**config.mk**
```make
export PLATFORM = sky130hd
export DESIGN_NAME = pftf_queue
export DESIGN_NICKNAME = d
export VERILOG_FILES = /design/src/hdl/assert_macros.svh /design/src/hdl/pftf_pkg.sv /design/src/hdl/pftf_queue.sv
export SDC_FILE = /design/constraint.sdc
export NUM_CORES = 1
export LEC_CHECK = 0
export ABC_CLOCK_PERIOD_IN_PS = 3200
export BUFFER_PORTS_ARGS = -buffer_cell sky130_fd_sc_hd__buf_2
export CORE_AREA = 2 2 105 107
export DETAILED_ROUTE_END_ITERATION = 7
export DIE_AREA = 0 0 107 109
export PLACE_DENSITY = 0.73
export SLEW_MARGIN = 30
export SYNTH_ARGS = -nofsm -noshare
export SYNTH_HDL_FRONTEND = slang
export SYNTH_SLANG_ARGS = --single-unit
```
**constraint.sdc**
```tcl
create_clock -name clk -period 3.2 [get_ports clk]
set_clock_uncertainty 0.2 [all_clocks]
set_input_delay 0.16 -clock clk [delete_from_list [all_inputs] [get_ports clk]]
set_output_delay 0.16 -clock clk [all_outputs]
set_load 0.05 [all_outputs]
```
**src/hdl/assert_macros.svh**
```systemverilog
// assertion macros used by the frame table back end
`ifndef ASSERT_MACROS_SVH
`define ASSERT_MACROS_SVH
`ifndef SYNTHESIS
`define PFTF_ASSERT(label, prop) \
    label: assert property (@(posedge clk) disable iff (!rst_n) (prop)) \
        else $error("frame table assertion failed");
`define PFTF_ASSERT_NEXT(label, cond, nxt) \
    label: assert property (@(posedge clk) disable iff (!rst_n) (cond) |=> (nxt)) \
        else $error("frame table assertion failed");
`else
`define PFTF_ASSERT(label, prop)
`define PFTF_ASSERT_NEXT(label, cond, nxt)
`endif
`endif

```
**src/hdl/pftf_pkg.sv**
```systemverilog
// shared types and constants of the frame table
package pftf_pkg;
    localparam int NUM_FRAMES_DEF = 64;
    localparam int PID_W   = 16;
    localparam int ADDR_W  = 31;
    localparam int PAGE_W  = 31;
    localparam int FIDX_W  = 6;
    localparam int FREED_W = 7;
    localparam int USAGE_W = 23;
    localparam int TALLY_W = 32;
    localparam int FC_W    = 7;
    localparam int FB_W    = 17;
    localparam int IN_DATA_W  = 48;
    localparam int OUT_DATA_W = 120;
    localparam logic [FC_W-1:0] FC_RESET = 7'd64;
    localparam logic [FB_W-1:0] FB_RESET = 17'd16;
    localparam logic REG_FRAME_COUNT = 1'b0;
    localparam logic REG_FRAME_BYTES = 1'b1;

    typedef enum logic [1:0] {
        KIND_LOOKUP  = 2'd0,
        KIND_FAULT   = 2'd1,
        KIND_RELEASE = 2'd2,
        KIND_USAGE   = 2'd3
    } kind_t;

    typedef struct packed {
        kind_t              kind;
        logic [PID_W-1:0]   pid;
        logic [PAGE_W-1:0]  page;
    } req_t;

    // packed so that hit sits in the lowest bit
    typedef struct packed {
        logic [TALLY_W-1:0] total;
        logic [USAGE_W-1:0] usage;
        logic [FREED_W-1:0] freed;
        logic [PAGE_W-1:0]  vpage;
        logic [PID_W-1:0]   vpid;
        logic               evicted;
        logic               no_frame;
        logic [FIDX_W-1:0]  fidx;
        logic               hit;
    } res_t;

    typedef struct packed {
        logic              rebuild;
        logic [FC_W-1:0]   frame_count;
        logic [FB_W-1:0]   frame_bytes;
    } cfg_t;
endpackage

```
**src/hdl/pftf_queue.sv**
```systemverilog
// two-entry request queue between front and back
module pftf_queue (
    input  logic           clk,
    input  logic           rst_n,
    input  logic           in_valid,
    output logic           in_ready,
    input  pftf_pkg::req_t in_req,
    output logic           out_valid,
    input  logic           out_ready,
    output pftf_pkg::req_t out_req
);
    pftf_pkg::req_t slot_reg [2];
    logic       wr_ptr_reg, rd_ptr_reg;
    logic [1:0] count_reg;
    logic       push, pop;

    assign in_ready = (count_reg != 2'd2);
    assign out_valid = (count_reg != 2'd0);
    assign out_req = slot_reg[rd_ptr_reg];
    assign push = in_valid && in_ready;
    assign pop = out_valid && out_ready;

    always_ff @(posedge clk or negedge rst_n)
    begin
        if (!rst_n)
        begin
            wr_ptr_reg <= 1'b0;
            rd_ptr_reg <= 1'b0;
            count_reg <= 2'd0;
        end
        else
        begin
            if (push)
                wr_ptr_reg <= ~wr_ptr_reg;
            if (pop)
                rd_ptr_reg <= ~rd_ptr_reg;
            if (push && !pop)
                count_reg <= count_reg + 2'd1;
            else if (pop && !push)
                count_reg <= count_reg - 2'd1;
        end
    end

    always_ff @(posedge clk)
    begin
        if (push)
            slot_reg[wr_ptr_reg] <= in_req;
    end
endmodule

```
* Word-level counts from Yosys, hierarchy flattened
Memories as Yosys holds them, arrays and structs flattened.
Index checks and enable logic that the tools add are counted.
** Storage, ports and cells
- Register bits after elaboration :: 4
- Memory bits (writable) :: 98
- Output and inout port bits :: 51
- Logic and storage cells :: 21
- Memories kept :: 1
** Memory list
- slot_reg :: depth 2, bits a word 49, rd ports 1, clocked after memory_dff 0, write ports 1, line pftf_queue.sv:12 : pftf_pkg::req_t slot_reg [2];
** Cells by class
- Add/sub/neg operators :: 2
- Equal/unequal tests :: 1
- Mux-type cells :: 4
- Bitwise operators :: 2
- Reductions and logical operators :: 8
** Operators by type and width (count)
- 1-bit logical AND :: 4
- 2-bit 2-to-1 mux :: 2
- 2-bit nonzero test :: 2
- 2-bit by 1-bit adder with 2-bit output, second input constant :: 1
- 1-bit logical NOT :: 2
- 1-bit 2-to-1 mux :: 2
- 2-bit != test, second input constant :: 1
- 1-bit NOT :: 2
- 2-bit by 1-bit subtractor with 2-bit output, second input constant :: 1

* Logic depth before layout (Yosys ltp)
Gate-level depths: netlist (run 1).
- Depth after elaboration :: 6
- Gate-level depth with buffers :: 7
- Gate-level depth less buffers :: 7

* Worst setup path after synthesis (run 1)
OpenSTA, ideal clock, no wires.
- Path type :: flip-flop to flip-flop
- Start point :: register count_reg[0]
- End point :: memory slot_reg[0][0] (netlist name) (enable)
- Setup time :: 0.456 ns
- Arrival time :: 3.127 ns
- Data required time :: 2.544 ns
- Setup slack :: -0.583 ns
- Stages on the path, launching flop included :: 4
- Buffers on the path :: 0
- Path through :: dfrtp_1 -> nand2b_1 -> nand2_1 -> nor2_1
** On the way
- Word-level cells in the longest chain between the ends :: 4
** Ends and longest elaborated chain
- from (decl) :: line pftf_queue.sv:14 : logic [1:0] count_reg;
- from (signal assigned) :: line pftf_queue.sv:38 : count_reg <= count_reg + 2'd1;
- from (signal assigned) :: line pftf_queue.sv:40 : count_reg <= count_reg - 2'd1;
- 2-bit != test :: line pftf_queue.sv:17 : assign in_ready = (count_reg != 2'd2);
- net in_ready :: line pftf_queue.sv:6 : output logic in_ready,
- 1-bit logical AND :: line pftf_queue.sv:20 : assign push = in_valid && in_ready;
- 1-bit 2-to-1 mux :: line pftf_queue.sv:46 : if (push)
- 1-bit 2-to-1 mux (not written as such) :: line pftf_queue.sv:47 : slot_reg[wr_ptr_reg] <= in_req;
- to (decl) :: line pftf_queue.sv:12
The timed path passes the listed nets, and every way through them passes these cells.

==> reports/summary.txt, run 1 <==
STATUS
------------------------------------------------------------------------------
Outcome                                                           complete, no violations

JOB
------------------------------------------------------------------------------
Max_cap viols                                                                0

FINAL LAYOUT
------------------------------------------------------------------------------
Max FFs per register                                                        98
Utilization after layout                                                50.67%
Layout Cells excl Fill                                                     480
Filler cell count in the final layout                                      884
Flip-flop and latch area                                             3047 um^2
Synthesis-to-finish area growth                                         34.86%
Fraction of final layout cells sized beyond drive strength 1            50.59%
Total number of nets in the final design                                   390
Most frequent cells in the layout                                 103 x buf_2, 98 x edfxtp_1, 53 x dlygate4sd3_1
Antenna diode instance count                                                 0
Most common library cell in the layout ignoring fill and taps            buf_2
Area taken by multi-input logic gates                               834.6 um^2

SETUP PATH
------------------------------------------------------------------------------
Category of the worst setup path capture point                    primary output
Type of the worst setup path                                      flip-flop to primary output
CP top delay family                                                 flip-flops
CP Launch Type                                                       flip-flop
Maximum fanout count along the critical path                                35
Buffer and inverter count on the worst path                                  2
Ordered cell list for the critical path                           buf_16, mux2_4, buf_2
Slowest CP cell                                                        dfrtp_4
Required time at the endpoint of the critical path                     2.84 ns
Arr. time, crit path                                                   1.85 ns
Largest stage delay, worst path                                        0.64 ns

PLACE
------------------------------------------------------------------------------
Port-buffer cells                                                          103
Gp weighted congestion                                                  0.6587
Detailed placer's ending HPWL                                          4141 um
Number of instances in the placed design                                   411

LOGIC SYNTHESIS
------------------------------------------------------------------------------
Post-Syn Instances                                                         171
Multiplexer fraction of the synthesized cell area                       18.47%
Cells taking the most area after synthesis                        edfxtp_1 74%, mux2_4 18%, buf_12 2.5%, dfrtp_1 2.5%, xnor2_1 0.66%
Number of register bits inferred by synthesis                              102
Fraction of the mapped netlist area in compound gates                       0%
Syn Area/Cell                                                       23.30 um^2
Synth area leader                                                     edfxtp_1
Sequential share of the synthesized area                                76.38%
Combinational family with the most area after synthesis           multiplexers
Count of cell types in the netlist                                          14
Fraction of synthesized cell area in xor and xnor cells                 1.099%
Post-Syn Area                                                        3984 um^2
Number of synthesis warnings                                                 0
Area fraction of the dominant cell type after synthesis                 73.87%
Synthesized-area fraction occupied by adder cells                      0.3141%
Synthesized netlist net count                                              225
Post-Synth Simple-Gate Area                                            0.8480%

CTS
------------------------------------------------------------------------------
Number of buffers added by the clock tree synthesis step                     9
CTS H-Tree Depth                                                             3
Clock latency reported for the late side of the worst-skew pair        0.34 ns
CTS root buf                                                          clkbuf_8
CTS sink count                                                             102
Number of resized instances in the post-cts repair step                      0
Clock tree from TritonCTS                                                 done
Clock tree buffer depth                                                      2
Clock transition at path regs                                          0.08 ns

ROUTING
------------------------------------------------------------------------------
Count of antenna-violating nets left after detailed routing                  0
Remaining design rule violation count                                        0
First-iteration detailed-routing DRC count                                  85
Drt wl/cell                                                           14.44 um
1st-pass router iterations                                                   4
Average via count per standard cell                                      4.354
Wire length reported by the detailed router                            6933 um
Vias                                                                      2090

POWER
------------------------------------------------------------------------------
Sequential cell fraction of total power                                  37.9%
Clk network pwr share                                                    16.0%
Logic gate share of total power                                          46.1%
Max IR drop VDD                                                       524.9 uV
Switching power as a share of total power                               40.61%
Cell Pwr Density                                                  969.5 nW/um^2
Leakage dissipation                                                   2.164 nW
Cell Int Power                                                        3.093 mW
Total net switching power                                             2.116 mW

WORST HOLD PATH
------------------------------------------------------------------------------
Worst min-delay path class                                        flip-flop to flip-flop

STA
------------------------------------------------------------------------------
Pins Over Slew Limit                                                         0
Worst-case headroom to the max-slew limit                               56.56%
Peak Freq                                                            452.3 MHz
Setup-failing EPs final                                                      0
Transition time at the pin with the least slew margin                0.6516 ns
Shortest clock period the worst path allows after layout              2.211 ns
Final period utilization                                                69.10%
Worst hold slack                                                     0.3153 ns
RSZ-0062 raised after global routing                                     false
Sum of negative setup slack                                               0 ns
Endpoints failing hold                                                       0

GRT
------------------------------------------------------------------------------
Global router's overall resource usage                                  12.08%
Number of global-route vias before repair                                 2157
Largest net degree at the start of global routing                           51
Total overflow reported by the global router                                 0
Wire length of the first global-routing pass                          10320 um
Initial antenna violation count                                              0

FLOORPLANNING
------------------------------------------------------------------------------
Horizontal die dimension                                                107 um
Effective utilization at floorplan                                      37.57%
Number of primary I/O pins                                                 104
FP Rows                                                                     38
Area of the die                                                     11660 um^2
Placeable core region                                               10600 um^2
Chip Height                                                             109 um

## stage by stage
step | power, mW | instance area [um^2] | setup slack (ns)
after global routing | 5.432 | 5373 | 0.8997
after detailed placement | 4.358 | 4611 | 1.166
after floorplan | 4.025 | 3986 | 0.2268
after global placement | 4.319 | 4611 | 1.192
after CTS | 5.243 | 5345 | 0.7768
final | 5.209 | 5373 | 0.9889
## worst reg2reg max path, stage by stage, from the launching register on
cell      delay, ns
dfrtp_1        0.42
nand2b_1       0.19
and3_2         0.64
buf_12         0.28
## kinds of logic (layout without fill, tap and decap cells)
family	count (synthesis)	count (layout)
xor gates and xnor gates	5	5
muxes	49	49
and+or+nand+nor	7	7
adders and majority gates	1	1
buffers and inverters	7	176
DFF	102	102
## power groups by stage
stage                     sequential, mW  combinational (mW)  clock (mW)
final                               1.98                2.40       0.832
after global routing                2.01                2.51       0.909
after CTS                           2.10                2.28       0.862
after detailed placement            2.13                2.23           0
after global placement              2.11                2.21           0
after floorplan                     1.93                2.09           0
## path summary, 6_finish.rpt
| path | cells after the start | to | slack, ns | start |
|---|---|---|---|---|
| max | 3 | out_req[47] | 0.99 | rd_ptr_reg |
| min | 1 | count_reg[1] | 0.32 | count_reg[1] |
| max reg2reg | 3 | slot_reg[1][45] | 1.17 | count_reg[0] |
| min reg2reg | 1 | count_reg[1] | 0.32 | count_reg[1] |
| max in group asynchronous | 3 | rd_ptr_reg | 2.05 | rst_n |
| min in group asynchronous | 3 | count_reg[1] | 0.55 | rst_n |
## per-layer routing
metal / track usage [%] / vias to the layer above / part of all wire (%)
met5: 0 / - / 0
met2: 21.43 / 66 / 53
met4: 5.566 / 0 / 1.8
met3: 3.228 / 12 / 5.0
li1: - / 991 / -
met1: 13.64 / 1021 / 41
## cell usage after synthesis (all sizes together)
cell / instances
ha: 1
nor2: 2
buf: 6
edfxtp: 98
or2: 1
nand2b: 1
dfrtp: 4
nand2: 2
xor2: 2
xnor2: 3
and3: 1
inv: 1
mux2: 49
## cell type report
class                   instances  share of cell area, %
inverters                       1                0.06986
well taps                     140                  3.260
multi-input cells              62                  15.53
clock buffers                  11                  2.445
clock inverters                 4                  1.351
repair buffers                160                  20.63
flip-flops and latches        102                  56.71
## repair_timing
| item | 4_1_cts | 5_1_grt |
|---|---|---|
| setup buffers | 0 | 0 |
| hold endpoints to repair | 104 | 0 |
| hold buffers | 53 | 0 |
| setup endpoints to repair | 0 | 0 |
Power figures use the tool's default switching activity.
==> run 2, diff against run 1 <==
ABC_CLOCK_PERIOD_IN_PS = 2000   (was 3200)
clock period = 2 ns   (was 3.2 ns; I/O delays follow)
==> run 2 against run 1 <==
  * Sequential power is 56% higher
  * Combinational power is 68% higher
  * Wire length is 0.22% higher
  * Clock-buffer cell count is 2 lower
  * Global-route usage is 0.32 points lower
  * Sequential share of layout area is 0.58 points lower
  * Design area is 1.0% higher
  * Critical endpoint is now out_req[40]
==> reports/summary.txt, run 2 (synthesis gave the netlist of run 1 again) <==
STATUS
------------------------------------------------------------------------------
Outcome                                                           complete, no violations

FINAL LAYOUT
------------------------------------------------------------------------------
Synthesis-to-finish area growth                                         36.24%
Total number of nets in the final design                                   394
Antenna diode instance count                                                 0
Max FFs per register                                                        98
Utilization after layout                                                51.19%
Most common library cell in the layout ignoring fill and taps            buf_2
Most frequent cells in the layout                                 103 x buf_2, 98 x edfxtp_1, 53 x dlygate4sd3_1
Filler cell count in the final layout                                      871
Fraction of final layout cells sized beyond drive strength 1            52.17%

ROUTING
------------------------------------------------------------------------------
1st-pass router iterations                                                   4
Drt wl/cell                                                           14.33 um
Remaining design rule violation count                                        0
Average via count per standard cell                                      4.291
Vias                                                                      2081
Count of antenna-violating nets left after detailed routing                  0
First-iteration detailed-routing DRC count                                  54
Wire length reported by the detailed router                            6948 um

FLOORPLANNING
------------------------------------------------------------------------------
Chip Height                                                             109 um
Placeable core region                                               10600 um^2
Area of the die                                                     11660 um^2
Effective utilization at floorplan                                      37.57%
Horizontal die dimension                                                107 um
FP Rows                                                                     38
Number of primary I/O pins                                                 104

GRT
------------------------------------------------------------------------------
Initial antenna violation count                                              0
Largest net degree at the start of global routing                           40
Global router's overall resource usage                                  11.75%
Wire length of the first global-routing pass                          10170 um
Number of global-route vias before repair                                 2128
Total overflow reported by the global router                                 0

STA
------------------------------------------------------------------------------
Worst-case headroom to the max-slew limit                               81.68%
Transition time at the pin with the least slew margin                0.2748 ns
Setup-failing EPs final                                                      0
Endpoints failing hold                                                       0
Pins Over Slew Limit                                                         0
Worst hold slack                                                     0.2616 ns
Shortest clock period the worst path allows after layout              1.938 ns
Final period utilization                                                96.92%
Peak Freq                                                            515.9 MHz

JOB
------------------------------------------------------------------------------
Max_cap viols                                                                0

WORST HOLD PATH
------------------------------------------------------------------------------
Worst Min Path Start                                                in_req[24]
Worst min-delay path class                                        input port to flip-flop

CTS
------------------------------------------------------------------------------
Number of post-CTS setup repair buffers                                      0
Clock tree from TritonCTS                                                 done
CTS H-Tree Depth                                                             3
CTS sink count                                                             102
Clock latency reported for the late side of the worst-skew pair        0.35 ns
Number of buffers added by the clock tree synthesis step                     9
CTS root buf                                                          clkbuf_8
Clock tree buffer depth                                                      2
Clock transition at path regs                                          0.10 ns

SETUP PATH
------------------------------------------------------------------------------
Worst setup startpoint                                              rd_ptr_reg
Category of the worst setup path capture point                    primary output
Arr. time, crit path                                                   1.64 ns
CP Launch Type                                                       flip-flop
Type of the worst setup path                                      flip-flop to primary output
Maximum fanout count along the critical path                                19
Worst r2r src                                                     count_reg[0]
Required time at the endpoint of the critical path                     1.70 ns

POWER
------------------------------------------------------------------------------
Max IR drop VDD                                                       768.3 uV
Leakage dissipation                                                   2.199 nW
Cell Pwr Density                                                  1546 nW/um^2

PLACE
------------------------------------------------------------------------------
Gp weighted congestion                                                  0.7134
Port-buffer cells                                                          103
Detailed placer's ending HPWL                                          4371 um

[run 2: per-layer routing]
metal	routed length [um]	part of all wire [%]	vias up	GRT usage, %
met5	0	0	-	0
li1	-	-	1003	-
met4	77	1.1	0	4.174
met3	356	5.1	10	3.527
met2	3518	51	62	20.75
met1	2996	43	1006	13.65
[run 2: final timing paths]
kind | slack, ns | cells after the start | to
max reg2reg | 0.33 | 5 | count_reg[1]
min reg2reg | 0.35 | 1 | count_reg[1]
max in group asynchronous | 0.96 | 3 | rd_ptr_reg
max | 0.06 | 3 | out_req[40]
min in group asynchronous | 0.44 | 3 | count_reg[0]
min | 0.26 | 2 | slot_reg[0][24]
[run 2: critical path, stage by stage, from the launching register on]
cell and delay (ns):
dfrtp_4 0.53, clkbuf_16 0.23, mux2_4 0.31, buf_2 0.21
[run 2: layout make-up]
type                    count  area [um^2]  share of cell area (%)
repair buffers            164         1156                   21.30
clock buffers               9        123.9                   2.282
clock inverters             7        72.57                   1.337
multi-input cells          62        849.6                   15.65
inverters                   1        3.754                 0.06916
well taps                 140        175.2                   3.227
flip-flops and latches    102         3047                   56.13
[run 2: where the power goes]
| part | switching (mW) | internal [mW] | leakage, nW | total [mW] |
|---|---|---|---|---|
| combinational | 2.63 | 1.41 | 1.15 | 4.04 |
| clock | 0.676 | 0.583 | 0.0976 | 1.26 |
| sequential | 0.164 | 2.93 | 0.956 | 3.09 |
[run 2: what timing repair did]
action	CTS	global route
hold buffers	53	0
setup endpoints to repair	0	39
gates resized for setup	0	1
hold endpoints to repair	104	0
[run 2: stage by stage]
step           setup slack (ns)  setup TNS [ns]  std cells  area, um^2  power, mW
2_1_floorplan          -0.07963          -3.902        171        4008      6.463
3_3_place_gp             0.4122               0        415        4668      7.024
3_5_place_dp             0.3590               0        415        4668      7.069
4_1_cts                 0.01004               0        484        5395      8.426
5_1_grt               -0.002192       -0.006010        485        5428      8.778
6_report                0.06167               0        485        5428      8.389
