[src/hdl/assert_macros.svh]
// assertion macros used by the frame table back end
`ifndef ASSERT_MACROS_SVH
`define ASSERT_MACROS_SVH
`ifndef SYNTHESIS
`define PFTF_ASSERT(label, prop) \
    label: assert property (@(posedge clk) disable iff (!rst_n) (prop)) \
        else $error("frame table assertion failed");
`define PFTF_ASSERT_NEXT(label, cond, nxt) \
    label: assert property (@(posedge clk) disable iff (!rst_n) (cond) |=> (nxt)) \
        else $error("frame table assertion failed");
`else
`define PFTF_ASSERT(label, prop)
`define PFTF_ASSERT_NEXT(label, cond, nxt)
`endif
`endif

[src/hdl/pftf_pkg.sv]
// shared types and constants of the frame table
package pftf_pkg;
    localparam int NUM_FRAMES_DEF = 64;
    localparam int PID_W   = 16;
    localparam int ADDR_W  = 31;
    localparam int PAGE_W  = 31;
    localparam int FIDX_W  = 6;
    localparam int FREED_W = 7;
    localparam int USAGE_W = 23;
    localparam int TALLY_W = 32;
    localparam int FC_W    = 7;
    localparam int FB_W    = 17;
    localparam int IN_DATA_W  = 48;
    localparam int OUT_DATA_W = 120;
    localparam logic [FC_W-1:0] FC_RESET = 7'd64;
    localparam logic [FB_W-1:0] FB_RESET = 17'd16;
    localparam logic REG_FRAME_COUNT = 1'b0;
    localparam logic REG_FRAME_BYTES = 1'b1;

    typedef enum logic [1:0] {
        KIND_LOOKUP  = 2'd0,
        KIND_FAULT   = 2'd1,
        KIND_RELEASE = 2'd2,
        KIND_USAGE   = 2'd3
    } kind_t;

    typedef struct packed {
        kind_t              kind;
        logic [PID_W-1:0]   pid;
        logic [PAGE_W-1:0]  page;
    } req_t;

    // packed so that hit sits in the lowest bit
    typedef struct packed {
        logic [TALLY_W-1:0] total;
        logic [USAGE_W-1:0] usage;
        logic [FREED_W-1:0] freed;
        logic [PAGE_W-1:0]  vpage;
        logic [PID_W-1:0]   vpid;
        logic               evicted;
        logic               no_frame;
        logic [FIDX_W-1:0]  fidx;
        logic               hit;
    } res_t;

    typedef struct packed {
        logic              rebuild;
        logic [FC_W-1:0]   frame_count;
        logic [FB_W-1:0]   frame_bytes;
    } cfg_t;
endpackage

[src/hdl/pftf_front.sv]
// front end: accepts requests and turns the address of lookup and fault requests into a page number
module pftf_front (
    input  logic                           clk,
    input  logic                           rst_n,
    input  logic                           s_tvalid,
    output logic                           s_tready,
    input  logic [pftf_pkg::IN_DATA_W-1:0] s_tdata,
    input  logic [1:0]                     s_tuser,
    input  logic [pftf_pkg::FB_W-1:0]      frame_bytes,
    output logic                           q_valid,
    input  logic                           q_ready,
    output pftf_pkg::req_t                 q_req
);
    typedef enum logic [2:0] {
        F_IDLE = 3'b001,
        F_DIV  = 3'b010,
        F_PUSH = 3'b100
    } fstate_t;

    fstate_t state_reg, state_next;
    pftf_pkg::req_t req_reg, req_next;
    logic [pftf_pkg::FB_W-1:0]   rem_reg, rem_next;
    logic [pftf_pkg::ADDR_W-1:0] quo_reg, quo_next;
    logic [4:0] cnt_reg, cnt_next;
    logic [pftf_pkg::FB_W-1:0] dvs;
    logic [pftf_pkg::FB_W:0]   sh;
    logic                      qbit;

    assign dvs = (frame_bytes == '0) ? pftf_pkg::FB_W'(1) : frame_bytes;
    assign sh = {rem_reg, quo_reg[pftf_pkg::ADDR_W-1]};
    assign qbit = (sh >= {1'b0, dvs});
    assign s_tready = (state_reg == F_IDLE);
    assign q_valid = (state_reg == F_PUSH);
    assign q_req = req_reg;

    always_comb
    begin
        state_next = state_reg;
        req_next = req_reg;
        rem_next = rem_reg;
        quo_next = quo_reg;
        cnt_next = cnt_reg;
        unique case (state_reg)
            F_IDLE:
            begin
                if (s_tvalid)
                begin
                    req_next.kind = pftf_pkg::kind_t'(s_tuser);
                    req_next.pid = s_tdata[15:0];
                    req_next.page = '0;
                    rem_next = '0;
                    quo_next = s_tdata[46:16];
                    cnt_next = '0;
                    if (pftf_pkg::kind_t'(s_tuser) == pftf_pkg::KIND_LOOKUP ||
                        pftf_pkg::kind_t'(s_tuser) == pftf_pkg::KIND_FAULT)
                        state_next = F_DIV;
                    else
                        state_next = F_PUSH;
                end
            end
            F_DIV:
            begin
                // restoring division, one quotient bit per cycle
                rem_next = qbit ? pftf_pkg::FB_W'(sh - {1'b0, dvs}) : sh[pftf_pkg::FB_W-1:0];
                quo_next = {quo_reg[pftf_pkg::ADDR_W-2:0], qbit};
                cnt_next = cnt_reg + 5'd1;
                if (cnt_reg == 5'(pftf_pkg::ADDR_W - 1))
                begin
                    req_next.page = {quo_reg[pftf_pkg::ADDR_W-2:0], qbit};
                    state_next = F_PUSH;
                end
            end
            F_PUSH:
            begin
                if (q_ready)
                    state_next = F_IDLE;
            end
            default: state_next = F_IDLE;
        endcase
    end

    always_ff @(posedge clk or negedge rst_n)
    begin
        if (!rst_n)
            state_reg <= F_IDLE;
        else
            state_reg <= state_next;
    end

    always_ff @(posedge clk)
    begin
        req_reg <= req_next;
        rem_reg <= rem_next;
        quo_reg <= quo_next;
        cnt_reg <= cnt_next;
    end
endmodule

[config.mk]
export PLATFORM = sky130hd
export DESIGN_NAME = pftf_front
export DESIGN_NICKNAME = d
export VERILOG_FILES = /design/src/hdl/assert_macros.svh /design/src/hdl/pftf_pkg.sv /design/src/hdl/pftf_front.sv
export SDC_FILE = /design/constraint.sdc
export NUM_CORES = 1
export LEC_CHECK = 0
export ABC_AREA = 1
export BUFFER_PORTS_ARGS = -buffer_cell sky130_fd_sc_hd__buf_2
export CAP_MARGIN = 0
export CELL_PAD_IN_SITES_DETAIL_PLACEMENT = 1
export CELL_PAD_IN_SITES_GLOBAL_PLACEMENT = 2
export CORE_MARGIN = 8
export CORE_UTILIZATION = 33
export DETAILED_ROUTE_END_ITERATION = 8
export GPL_TIMING_DRIVEN = 0
export MAX_ROUTING_LAYER = met4
export PLACE_DENSITY_LB_ADDON = 0.1
export SLEW_MARGIN = 20
export SYNTH_ARGS = -nofsm -noshare
export SYNTH_HDL_FRONTEND = slang
export SYNTH_SLANG_ARGS = --single-unit
[constraint.sdc]
create_clock -name clk -period 4.88 [get_ports clk]
set_clock_uncertainty 0.15 [all_clocks]
set_input_delay 0.732 -clock clk [delete_from_list [all_inputs] [get_ports clk]]
set_output_delay 0.732 -clock clk [all_outputs]
set_load 0.01 [all_outputs]
# Yosys cells after proc, flatten, opt, wreduce, memory -nomap -nowiden
# Cells that the tools add are included.
[op_classes] mux=16 add_sub_neg=2 n_shift=0 div_mod_pow=0 bitwise_logic=0 mul=0 eq_ne=8 n_lt_le_gt_ge=1 reduce_logical=8
[ops] cell="$pmux W31 S2" n=2
[ops] cell="$mux W31" n=3
[ops] cell="$mux W17" n=3
[ops] cell="$pmux W17 S2" n=1
[ops] cell="$ge A18 B17 Y1" n=1
[ops] cell="$logic_not A17 Y1" n=1
[ops] cell="$sub A17 B17 Y17" n=1
[ops] cell="$mux W3" n=4
[ops] cell="$pmux W5 S2" n=1
[ops] cell="$pmux W3 S3" n=1
[ops] cell="$reduce_and A3 Y1" n=2
[ops] cell="$add A5 B1 Y5 const B" n=1
[ops] cell="$eq A5 B5 Y1 const B" n=1
[ops] cell="$mux W5" n=1
[ops] cell="$ne A2 B2 Y1 const B" n=2
[ops] cell="$reduce_and A2 Y1" n=2
[ops] cell="$eq A3 B1 Y1 const B" n=1
[ops] cell="$eq A3 B2 Y1 const B" n=1
[ops] cell="$eq A3 B3 Y1 const B" n=1
[ops] cell="$eq A2 B1 Y1 const B" n=1
[ops] cell="$logic_not A2 Y1" n=1
[ops] cell="$ne A2 B1 Y1 const B" n=1
[ops] cell="$reduce_bool A2 Y1" n=1
[ops] cell="$logic_or A1 B1 Y1" n=1
[word_totals] mem_count=0 ff_bits=105 elab_cells=42 ram_bits=0 in_bits=71 mem_bits_ro=0 latchBits=0

# Depth between registers and ports, before layout
# Gate-level depths: netlist of run 1.
[depth] word_depth=5 mapped_depth=17 mapped_depth_nobuf=17

# Least setup slack after synthesis of run 1
# OpenSTA, ideal clock, no wires.
[synth_path] kind="reg-to-reg" start="register state_reg[2]" end="register req_reg (netlist bit q_req[0]), enable pin" period_less_slack_ns=3.867 path_stages_with_launch=5 slack_ns=1.013 t_arrival_ns=3.254 setup_time_ns=0.462 path_buffers=1 cell_sequence="dfrtp_1 -> nor3_2 -> clkinv_1 -> buf_2 -> o21ai_0"
[synth_via] elab_chain_cells=3
[synth_lines] element="from (decl)" line="pftf_front.sv:20" source="fstate_t state_reg, state_next;"
[synth_lines] element="from (signal assigned)" line="pftf_front.sv:87" source="state_reg <= state_next;"
[synth_lines] element="$eq A3 B2 Y1 / $eq A3 B1 Y1 (equally long branches)" line="pftf_front.sv:43" source="unique case (state_reg)"
[synth_lines] element="$ne A2 B2 Y1 (no source line) / $reduce_bool A2 Y1 (equally long branches)"
[synth_lines] element="$reduce_and A3 Y1 (no source line) (*)"
[synth_lines] element="to (signal assigned)" line="pftf_front.sv:92" source="req_reg <= req_next;"
[synth_lines] element="to (decl)" line="pftf_front.sv:21" source="pftf_pkg::req_t req_reg, req_next;"
# Mark *: on every way between the ends. The rest lies on a longest branch, timed or not.
# A chain may end at the register's enable or synchronous reset.

# Worst setup path in the final report of run 1
[layout_path] start="register state_reg[0]" end="register quo_reg[16] (netlist name), enable pin"
[layout_via] elab_chain_cells=3
[layout_lines] element="$eq A3 B1 Y1 / $eq A3 B2 Y1 (equally long branches)" line="pftf_front.sv:43"
[layout_lines] element="$ne A2 B2 Y1 (no source line) / $reduce_bool A2 Y1 (equally long branches)"
[layout_lines] element="$reduce_and A2 Y1 (no source line) (*)"
[layout_lines] element="to (signal assigned)" line="pftf_front.sv:94" source="quo_reg <= quo_next;"
[layout_lines] element="to (decl)" line="pftf_front.sv:23" source="logic [pftf_pkg::ADDR_W-1:0] quo_reg, quo_next;"
# Marks and branches as above.

==> metrics.txt, run 1 <==
worst-case hold path end point=q_req[47]; xor and xnor area share after synthesis=0.0159; # DRC=0; CORE AREA=around 16000 µm²; worst r2r src=state_reg[0]; CP Capture Type=register; Layout area overhead=23.1%; Reg area=3140 µm²; status=completed; family with the most delay on the worst path=simple AND/OR/NAND/NOR gates; max frequency=roughly 300 MHz; syn_nets=slightly below 700; remaining global-route overflow=0; Total GRT Usage=0.152; switch share=0.368; Syn. warnings=0; PostCTS Resize Cnt=0; synthesized area=5520 µm²; initial core utilization=0.335; RSZ-0062 raised after global routing=no; Die Wd=~150 µm; r2r setup slk=~1600 ps; area leader, netlist=edfxtp_1; sw power=roughly 1.3 mW; critical path's slowest cell=nor2_2; Clk pin slew, worst setup/hold paths=80 ps; filler cell count=2000; Synth Area in Simple Gates=0.232; pwr dens=516 nW/µm²; Worst VDD drop=203 µV; largest family of logic cells by synthesized area=simple AND/OR/NAND/NOR gates; Final nets=between 800 and 900; Detail Placement HPWL=11.7 mm; Lkg Pwr=about 3.3 nW; Detailed Routing Iterations Pass 1=4; area occupied by multi-input gates=approximately 1900 µm²; Cell Rows=47; HP Start=s_tuser[0]; Comb power frac=0.360; Arr. time, crit path=about 3200 ps; adder-cell share of the synthesized area=0.0467; Slew HR=0.388; share of layout cells above drive strength 1=0.231; final worst-path cycle share=0.673; crit-path max FO=36; 1st-iter DRT viols=between 100 and 150; worst hold path type=in2reg; H-tree Lvls=3; drt via density=4.51; syn avg cell area=9.20 µm²; Die ar.=approximately 21000 µm²; Synth top area share=0.555; worst stage delay on the critical path=between 700 and 800 ps; routed length per instance=approximately 16 µm; Final Util=0.413; post-route ant nets=0; largest net degree at the start of global routing=37; Largest register FFs=49; Die H=145 µm; flops & latches, synth=around 110; startpoint types=register; Pint=around 2.2 mW; RR Endpoint=quo_reg[16]; post-synthesis sequential area ratio=0.569; power share of the clock group=0.232; worst hold path depth=1; actual slew at the worst max-slew pin=916 ps; initial antenna violation count=3; Max Slew Vio Count=0; synth top area cells=edfxtp_1, nand2_1, inv_1; Syn Inst Count=600; R2R cell count=7; total CTS buffers=9; I/O pins=roughly 120; via count=about 4300; crit path cell chain=inv_1, nor3_1, inv_1, nor2_2, inv_1, nand2_4, buf_12; mux share of post-synthesis cell area=0; final hold violations=0; final RePlAce weighted congestion=0.777; first-pass GRT wire length=~25 mm; Final setup violation count=0; TritonCTS clock tree=done; Tmin final=roughly 3300 ps; Distinct cells, synth=35; Max-cap violations=0; CP Data Required Time=4770 ps; CP dominant cell by count=inv_1; number of buffers added on ports=120; Synth Area in Compound Gates=0.0449; Clk Latency, worst-skew pair=roughly 350 ps; type of the worst setup path=reg2reg; Setup TNS Final=0 ps; CP Buf/Inv Count=4; CTS Root Buffer Type=clkbuf_16; CTS Buffer Depth=2; vias in the first global route=between 4000 and 5000; clk sinks=105; final WL=15.1 mm; Sequential Power Share=0.407
[power groups by stage]
stage | clock network [mW] | registers, mW | logic (mW)
floorplan | 0 | 1.50 | 0.778
global route | 0.874 | 1.46 | 1.43
finish | 0.814 | 1.43 | 1.26
detailed placement | 0 | 1.45 | 1.30
global placement | 0 | 1.47 | 1.23
CTS | 0.838 | 1.43 | 1.30
[synthesized netlist by cell type (all sizes together)]
cell	instances
nor4	2
a31o	1
inv	112
buf	8
nand4	4
nand3	26
and2	1
clkinv	1
nor2	79
xor2	8
o31ai	1
dfrtp	2
edfxtp	102
fa	1
nand3b	10
nor3	7
xnor2	2
dfstp	1
o21ai	33
clkbuf	6
a21oi	8
ha	19
nand2	164
o21bai	2
[layer usage]
layer | up-vias | share of wire | global-route usage
met4 | 0 | 0.011 | 0.0406
li1 | 2182 | - | -
met1 | 2074 | 0.42 | 0.165
met5 | - | 0 | -
met3 | 11 | 0.052 | 0.0429
met2 | 69 | 0.52 | 0.267
[kinds of logic after synthesis]
| kind of cell | count (synthesis) |
|---|---|
| XOR/XNOR | 10 |
| AO/OA/AOI/OAI | 45 |
| AND/OR/NAND/NOR | 293 |
| adder cells (fa/ha/maj) | 20 |
| buffers and inverters | 127 |
| flip-flops | 105 |
[layout by cell type (no fill, tap or decap), types with 3 or more instances in the layout]
master / n
nor2_2: 7
nand3_2: 3
clkbuf_16: 9
nand2_2: 5
a21oi_1: 8
nand4_1: 4
nor2_1: 71
nor3_1: 6
diode_2: 3
o21ai_0: 32
xor2_1: 8
buf_2: 126
edfxtp_1: 102
nand2_1: 156
ha_1: 19
nand2_4: 3
inv_1: 111
nand3b_1: 9
nand3_1: 23
clkbuf_1: 6
[area by class of cell]
| cell class | count | share of cell area |
|---|---|---|
| inverters | 113 | 0.0624 |
| flip-flops and latches | 105 | 0.462 |
| clock inverters | 7 | 0.0149 |
| well taps | 220 | 0.0405 |
| plain buffers | 14 | 0.0123 |
| diodes | 3 | 0.00110 |
| multi-input cells | 368 | 0.279 |
| clock buffers | 9 | 0.0331 |
| repair buffers | 123 | 0.0950 |
[stage by stage]
stage	hold slack [ps]	std cells	power (mW)	instance area (µm²)	worst slack (ps)
floorplan	286	600	2.28	5520	1010
global placement	376	940	2.70	6390	-750
detailed placement	380	942	2.75	6450	1230
CTS	381	959	3.57	6790	1550
global route	381	962	3.76	6800	1280
finish	398	962	3.51	6800	1590
[worst reg2reg max path: cells and delay by family (launching register included)]
kind	cells	cell delay [ps]
and+or+nand+nor	3	1470
buffers and inverters	4	760
DFF	1	560
[timing repair]
action	in CTS	in global routing
setup buffers	0	0
hold endpoints to repair	2	0
hold buffers	1	0
[worst max-delay path by stage]
stage                    start          end  slack [ps]  cells past startpoint
6_report          state_reg[0]  quo_reg[16]        1590                      7
3_3_place_gp      state_reg[2]    q_req[21]        -750                      4
5_1_grt           state_reg[0]  quo_reg[16]        1280                      7
3_5_place_dp   frame_bytes[15]  rem_reg[15]        1230                     16
4_1_cts           state_reg[0]  quo_reg[21]        1550                      7
2_1_floorplan     state_reg[2]     q_req[0]        1010                      4
Note: power is estimated with default switching activity, not from simulation.
==> run 2, diff against run 1 <==
==> constraint.sdc (replaced) <==
create_clock -name clk -period 3.1 [get_ports clk]
set_clock_uncertainty 0.15 [all_clocks]
set_input_delay 0.465 -clock clk [delete_from_list [all_inputs] [get_ports clk]]
set_output_delay 0.465 -clock clk [all_outputs]
set_load 0.01 [all_outputs]
==> run 2 against run 1 <==
Against the previous run:
- power grew 55%
- hold slack worse by 270 ps
- flip-flop and latch count is the same
- largest power group unchanged
- cell area about the same
- first-iteration DRC count grew 47%
- via count decreased by 0.51%
- sequential power increased by 58%
- clock power increased by 47%
- highest routed layer unchanged
- sequential share of layout area barely moved
- critical path depth grew 8
- combinational power rose by 58%
==> metrics.txt, run 2 (synthesized netlist as in run 1, its figures left out) <==
status=completed; total power=5.45 mW (+55%); routed length per instance=16.0 µm (+1.7%); via count=4314 (-0.51%); initial core utilization=0.335 (unchanged); CTS Root Buffer Type=clkbuf_16; type of the worst setup path=in2reg; CP Capture Type=register; initial antenna violation count=1 (-2); Tmin final=a little under 3000 ps; Layout area overhead=23.1% (about the same); switch share=0.375 (+0.00718); vias in the first global route=4895 (+0.84%); total CTS buffers=9 (unchanged); Post-CTS Repair Setup Buffers=0 (unchanged); post-route ant nets=0 (unchanged); CP Data Required Time=3150 ps (-1620 ps); power share of the clock group=0.221 (-0.011); Sequential Power Share=0.414 (+0.007); final worst-path cycle share=0.952; dpl ws=-582 ps (-1810 ps); Final WS setup=148 ps (-1450 ps); worst hold path type=in2reg; placed insts=941 (-0.11%); filler cell count=1978 (-1.1%); final hold violations=0 (unchanged); share of layout cells above drive strength 1=0.236 (+0.00470); clk sinks=105 (unchanged); most frequent cells in the layout=nand2_1, buf_2, inv_1; final WL=15.3 mm (+1.3%); 1st-iter DRT viols=188 (+47%); Die H=145 µm (unchanged); Detailed Routing Iterations Pass 1=4 (unchanged); Clk Latency, worst-skew pair=350 ps (about the same); Slew HR=0.588 (+0.200); HP Start=s_tdata[5]; Total GRT Usage=0.153 (+0.00174); remaining global-route overflow=0 (unchanged); startpoint types=input port; Die ar.=21100 µm² (unchanged); number of buffers added on ports=120 (unchanged); Die Wd=145 µm (unchanged); Final nets=824 (-0.12%); worst r2r src=state_reg[0]; CTS Buffer Depth=2 (unchanged); Max Slew Vio Count=0 (unchanged); sw power=2.05 mW (+59%); first-pass GRT wire length=25.1 mm (+1.4%); Detail Placement HPWL=11.7 mm (+0.30%); Clk pin slew, worst setup/hold paths=70 ps (about the same); Cell Rows=47 (unchanged); RSZ-0062 raised after global routing=no; TritonCTS clock tree=done; Final Util=0.413 (about the same); Arr. time, crit path=3010 ps (-170 ps); Comb power frac=0.365 (+0.005); actual slew at the worst max-slew pin=616 ps (-301 ps); I/O pins=122 (unchanged); pwr dens=802 nW/µm² (+56%); crit-path max FO=10 (-72%); final RePlAce weighted congestion=0.758 (-2.4%); CORE AREA=16500 µm² (unchanged); Crit. Startpoint=frame_bytes[5]; Layout Cells excl Fill=958 (-0.42%); Largest register FFs=49 (unchanged); Final setup violation count=0 (unchanged); Worst VDD drop=367 µV (+81%); largest net degree at the start of global routing=54 (+46%); # DRC=0 (unchanged); H-tree Lvls=3 (unchanged); Pint=3.40 mW (+54%); post-route cell area=6790 µm² (about the same); leading cell type in the layout, fill and taps excluded=nand2_1; DP Area=6440 µm² (-0.12%); drt via density=4.50 (about the same); Max-cap violations=0 (unchanged); max frequency=about 340 MHz; Lkg Pwr=3.26 nW (about the same)
run 2: layout make-up:
class / instances / area (µm²) / share of cell area
well taps: 220 / 275 / 0.0405
inverters: 113 / 424 / 0.0624
plain buffers: 14 / 83.8 / 0.0123
diodes: 1 / 2.50 / 0.000368
flip-flops and latches: 105 / 3140 / 0.462
multi-input cells: 368 / 1930 / 0.284
clock inverters: 6 / 76.3 / 0.0112
clock buffers: 9 / 225 / 0.0332
repair buffers: 122 / 638 / 0.0939
run 2: path summary, 6_finish.rpt:
path | endpoint | slack (ps) | cells past startpoint
max in group asynchronous | state_reg[0] | 2290 | 2
worst max register to register | q_req[8] | 270 | 7
min in group asynchronous | state_reg[2] | 310 | 2
worst min-delay path | q_req[36] | 130 | 1
worst min register to register | q_req[23] | 420 | 2
worst max-delay path | rem_reg[10] | 150 | 15
run 2: per-layer routing:
metal,vias up,track usage,part of all wire
li1,2183,-,-
met1,2049,0.166,0.42
met2,69,0.275,0.52
met3,13,0.0386,0.042
met4,0,0.0422,0.013
met5,-,-,0
run 2: worst max-delay path, cell delays in order:
cell and delay, ps:
buf_2 100, inv_1 70, nand4_1 260, nor3_4 340, a31o_2 190, ha_1 130
inv_1 70, fa_2 390, nand3_2 120, nand3b_4 110, nand2_4 180, nand2_4 140
inv_2 230, nor2_1 80, nor2_1 120
run 2: through the flow:
step | TNS (ps) | hold slack (ps)
after detailed placement | -27120 | 113
after global routing | 0 | 112
final | 0 | 132
after global placement | -40890 | 110
after CTS | 0 | 116
after floorplan | 0 | 19.4
run 2: what timing repair did:
action	4_1_cts	5_1_grt
endpoints found under the hold margin	3	0
pin swaps	0	2
hold buffers	1	0
resized for setup	4	3
endpoints found under the setup margin	90	3
run 2: power groups by stage:
stage	Combinational, mW	Clock, mW	Sequential (mW)
after floorplan	1.23	0	2.35
after global placement	1.94	0	2.30
after detailed placement	2.02	0	2.29
after CTS	2.04	1.23	2.27
after global routing	2.26	1.28	2.31
final	1.99	1.20	2.26
==> run 3, diff against run 2 <==
--- a/config.mk
+++ b/config.mk
@@ -16,6 +16,7 @@
 export GPL_TIMING_DRIVEN = 0
 export MAX_ROUTING_LAYER = met4
 export PLACE_DENSITY_LB_ADDON = 0.1
+export RECOVER_POWER = 25
 export SLEW_MARGIN = 20
 export SYNTH_ARGS = -nofsm -noshare
 export SYNTH_HDL_FRONTEND = slang
==> run 3 against run 2 <==
Against the previous run:
- clock power hardly changed
- fmax increased by 1.2%
- power shrank 0.51%
- global-route usage stayed put
- sequential power hardly changed
- die area is the same
- sequential share of layout area up 0.37 points
- largest cell class unchanged
- highest routed layer unchanged
==> metrics.txt, run 3 (synthesized netlist as in run 1, its figures left out) <==
Layout Cells excl Fill=958 (unchanged); post-route ant nets=0 (unchanged); total CTS buffers=9 (unchanged); CP Capture Type=register; initial core utilization=0.335 (unchanged); pwr dens=805 nW/µm² (+0.29%); Clk pin slew, worst setup/hold paths=70 ps (about the same); Detail Placement HPWL=11.7 mm (unchanged); vias in the first global route=4895 (unchanged); worst r2r src=state_reg[0]; Worst VDD drop=366 µV (-0.50%); sw power=2.05 mW (+0.27%); final hold violations=0 (unchanged); first-pass GRT wire length=25.1 mm (unchanged); power share of the clock group=0.222 (about the same); max frequency=343 MHz (+1.2%); type of the worst setup path=in2reg; Tmin final=2920 ps (-34.3 ps); number of buffers added on ports=120 (unchanged); Max Slew Vio Count=0 (unchanged); actual slew at the worst max-slew pin=611 ps (-4.17 ps); Detailed Routing Iterations Pass 1=4 (unchanged); HP Start=s_tdata[5]; CTS Root Buffer Type=clkbuf_16; Die Wd=145 µm (unchanged); drt via density=4.50 (about the same); worst-case hold path end point=q_req[36]; RSZ-0062 raised after global routing=no; Final Util=0.409 (-0.00327); most frequent cells in the layout=nand2_1, inv_1, edfxtp_1; Layout area overhead=22.1%; share of layout cells above drive strength 1=0.178 (-0.0583); worst hold path depth=1 (unchanged); final worst-path cycle share=0.941 (-0.0111); leading cell type in the layout, fill and taps excluded=nand2_1; crit-path max FO=10 (unchanged); RR Endpoint=q_req[18]; Largest register FFs=49 (unchanged); # DRC=0 (unchanged); DP Area=6440 µm² (unchanged); status=completed; CTS Buffer Depth=2 (unchanged); largest net degree at the start of global routing=54 (unchanged); Max-cap violations=0 (unchanged); startpoint types=input port; Final setup violation count=0 (unchanged); Cell Rows=47 (unchanged); Sequential Power Share=0.417 (+0.003); Arr. time, crit path=2970 ps (-40 ps); Comb power frac=0.360 (-0.005); routed length per instance=16.0 µm (-0.10%); Final nets=824 (unchanged); post-route cell area=6740 µm² (-0.79%); final WL=15.3 mm (-0.10%); R2R cell count=7 (unchanged); Slew HR=0.591 (+0.00279); TritonCTS clock tree=done; Setup TNS Final=0 ps (unchanged); CP Data Required Time=3150 ps (about the same); H-tree Lvls=3 (unchanged); Clk Latency, worst-skew pair=350 ps (about the same); final RePlAce weighted congestion=0.758 (unchanged); filler cell count=1978 (unchanged); Die H=145 µm (unchanged); I/O pins=122 (unchanged); r2r setup slk=270 ps (about the same); initial antenna violation count=1 (unchanged); switch share=0.378 (+0.00291); remaining global-route overflow=0 (unchanged); placed insts=941 (unchanged); Die ar.=21100 µm² (unchanged); CORE AREA=16500 µm² (unchanged); clk sinks=105 (unchanged); via count=4313 (-0.023%); Lkg Pwr=3.14 nW (-3.6%); Pint=3.37 mW (-0.97%); Total GRT Usage=0.153 (unchanged); Final Hold Slack=132 ps (+0.135 ps); worst hold path type=in2reg; 1st-iter DRT viols=193 (+2.7%)
run 3: cell types whose count changed in the layout (fill, tap and decap cells not counted):
cell,previous run,this run
clkbuf_1,6,49
buf_2,126,83
run 3: metal layers:
layer / global-route usage / vias to the layer above / wire (µm)
li1: - / 2183 / -
met1: 0.166 / 2046 / 6420
met2: 0.275 / 71 / 8050
met3: 0.0386 / 13 / 651
met4: 0.0422 / 0 / 184
met5: - / - / 0
run 3: metrics by stage:
stage	total power [mW]	setup WS, ps
5_1_grt	5.82	7.02
3_5_place_dp	4.31	-582
6_report	5.42	182
3_3_place_gp	4.24	-594
4_1_cts	5.54	11.0
2_1_floorplan	3.58	14.9
run 3: worst max-delay path by stage:
stage / slack [ps] / from / end / cells past startpoint
after floorplan: 10 / state_reg[0] / cnt_reg[0] / 6
after global placement: -590 / frame_bytes[8] / rem_reg[15] / 16
after detailed placement: -580 / frame_bytes[8] / rem_reg[15] / 16
after CTS: 10 / frame_bytes[8] / rem_reg[15] / 16
after global routing: 7 / state_reg[0] / q_req[18] / 7
final: 180 / frame_bytes[5] / rem_reg[10] / 15
run 3: power by group through the flow:
stage                     combinational [mW]  clock [mW]  sequential (mW)
after floorplan                         1.23           0             2.35
after global placement                  1.94           0             2.30
after detailed placement                2.02           0             2.29
after CTS                               2.04        1.23             2.27
after global routing                    2.23        1.28             2.31
final                                   1.95        1.21             2.26
run 3: layout make-up:
| type | count | area, µm² | area share |
|---|---|---|---|
| buffer | 14 | 83.8 | 0.0124 |
| clock buffer | 9 | 225 | 0.0334 |
| tap | 220 | 275 | 0.0408 |
| multi-input combinational | 368 | 1930 | 0.286 |
| inverter | 113 | 424 | 0.0629 |
| sequential | 105 | 3140 | 0.466 |
| antenna | 1 | 2.50 | 0.000371 |
| clock inverter | 6 | 76.3 | 0.0113 |
| timing repair buffer | 122 | 584 | 0.0867 |
run 3: worst max-delay path, stage by stage:
cell	delay [ps]
buf_2	100
inv_1	70
nand4_1	250
nor3_4	320
a31o_2	190
ha_1	130
inv_1	70
fa_2	390
nand3_2	120
nand3b_4	110
nand2_4	180
nand2_4	140
inv_2	230
nor2_1	80
nor2_1	120
run 3: timing repair:
| item | 4_1_cts | 5_1_grt |
|---|---|---|
| resized for setup | 4 | 3 |
| setup endpoints to repair | 90 | 3 |
| pin swaps | 0 | 2 |
| buffers inserted | 0 | 0 |
| hold buffers | 1 | 0 |
| endpoints found under the hold margin | 3 | 0 |
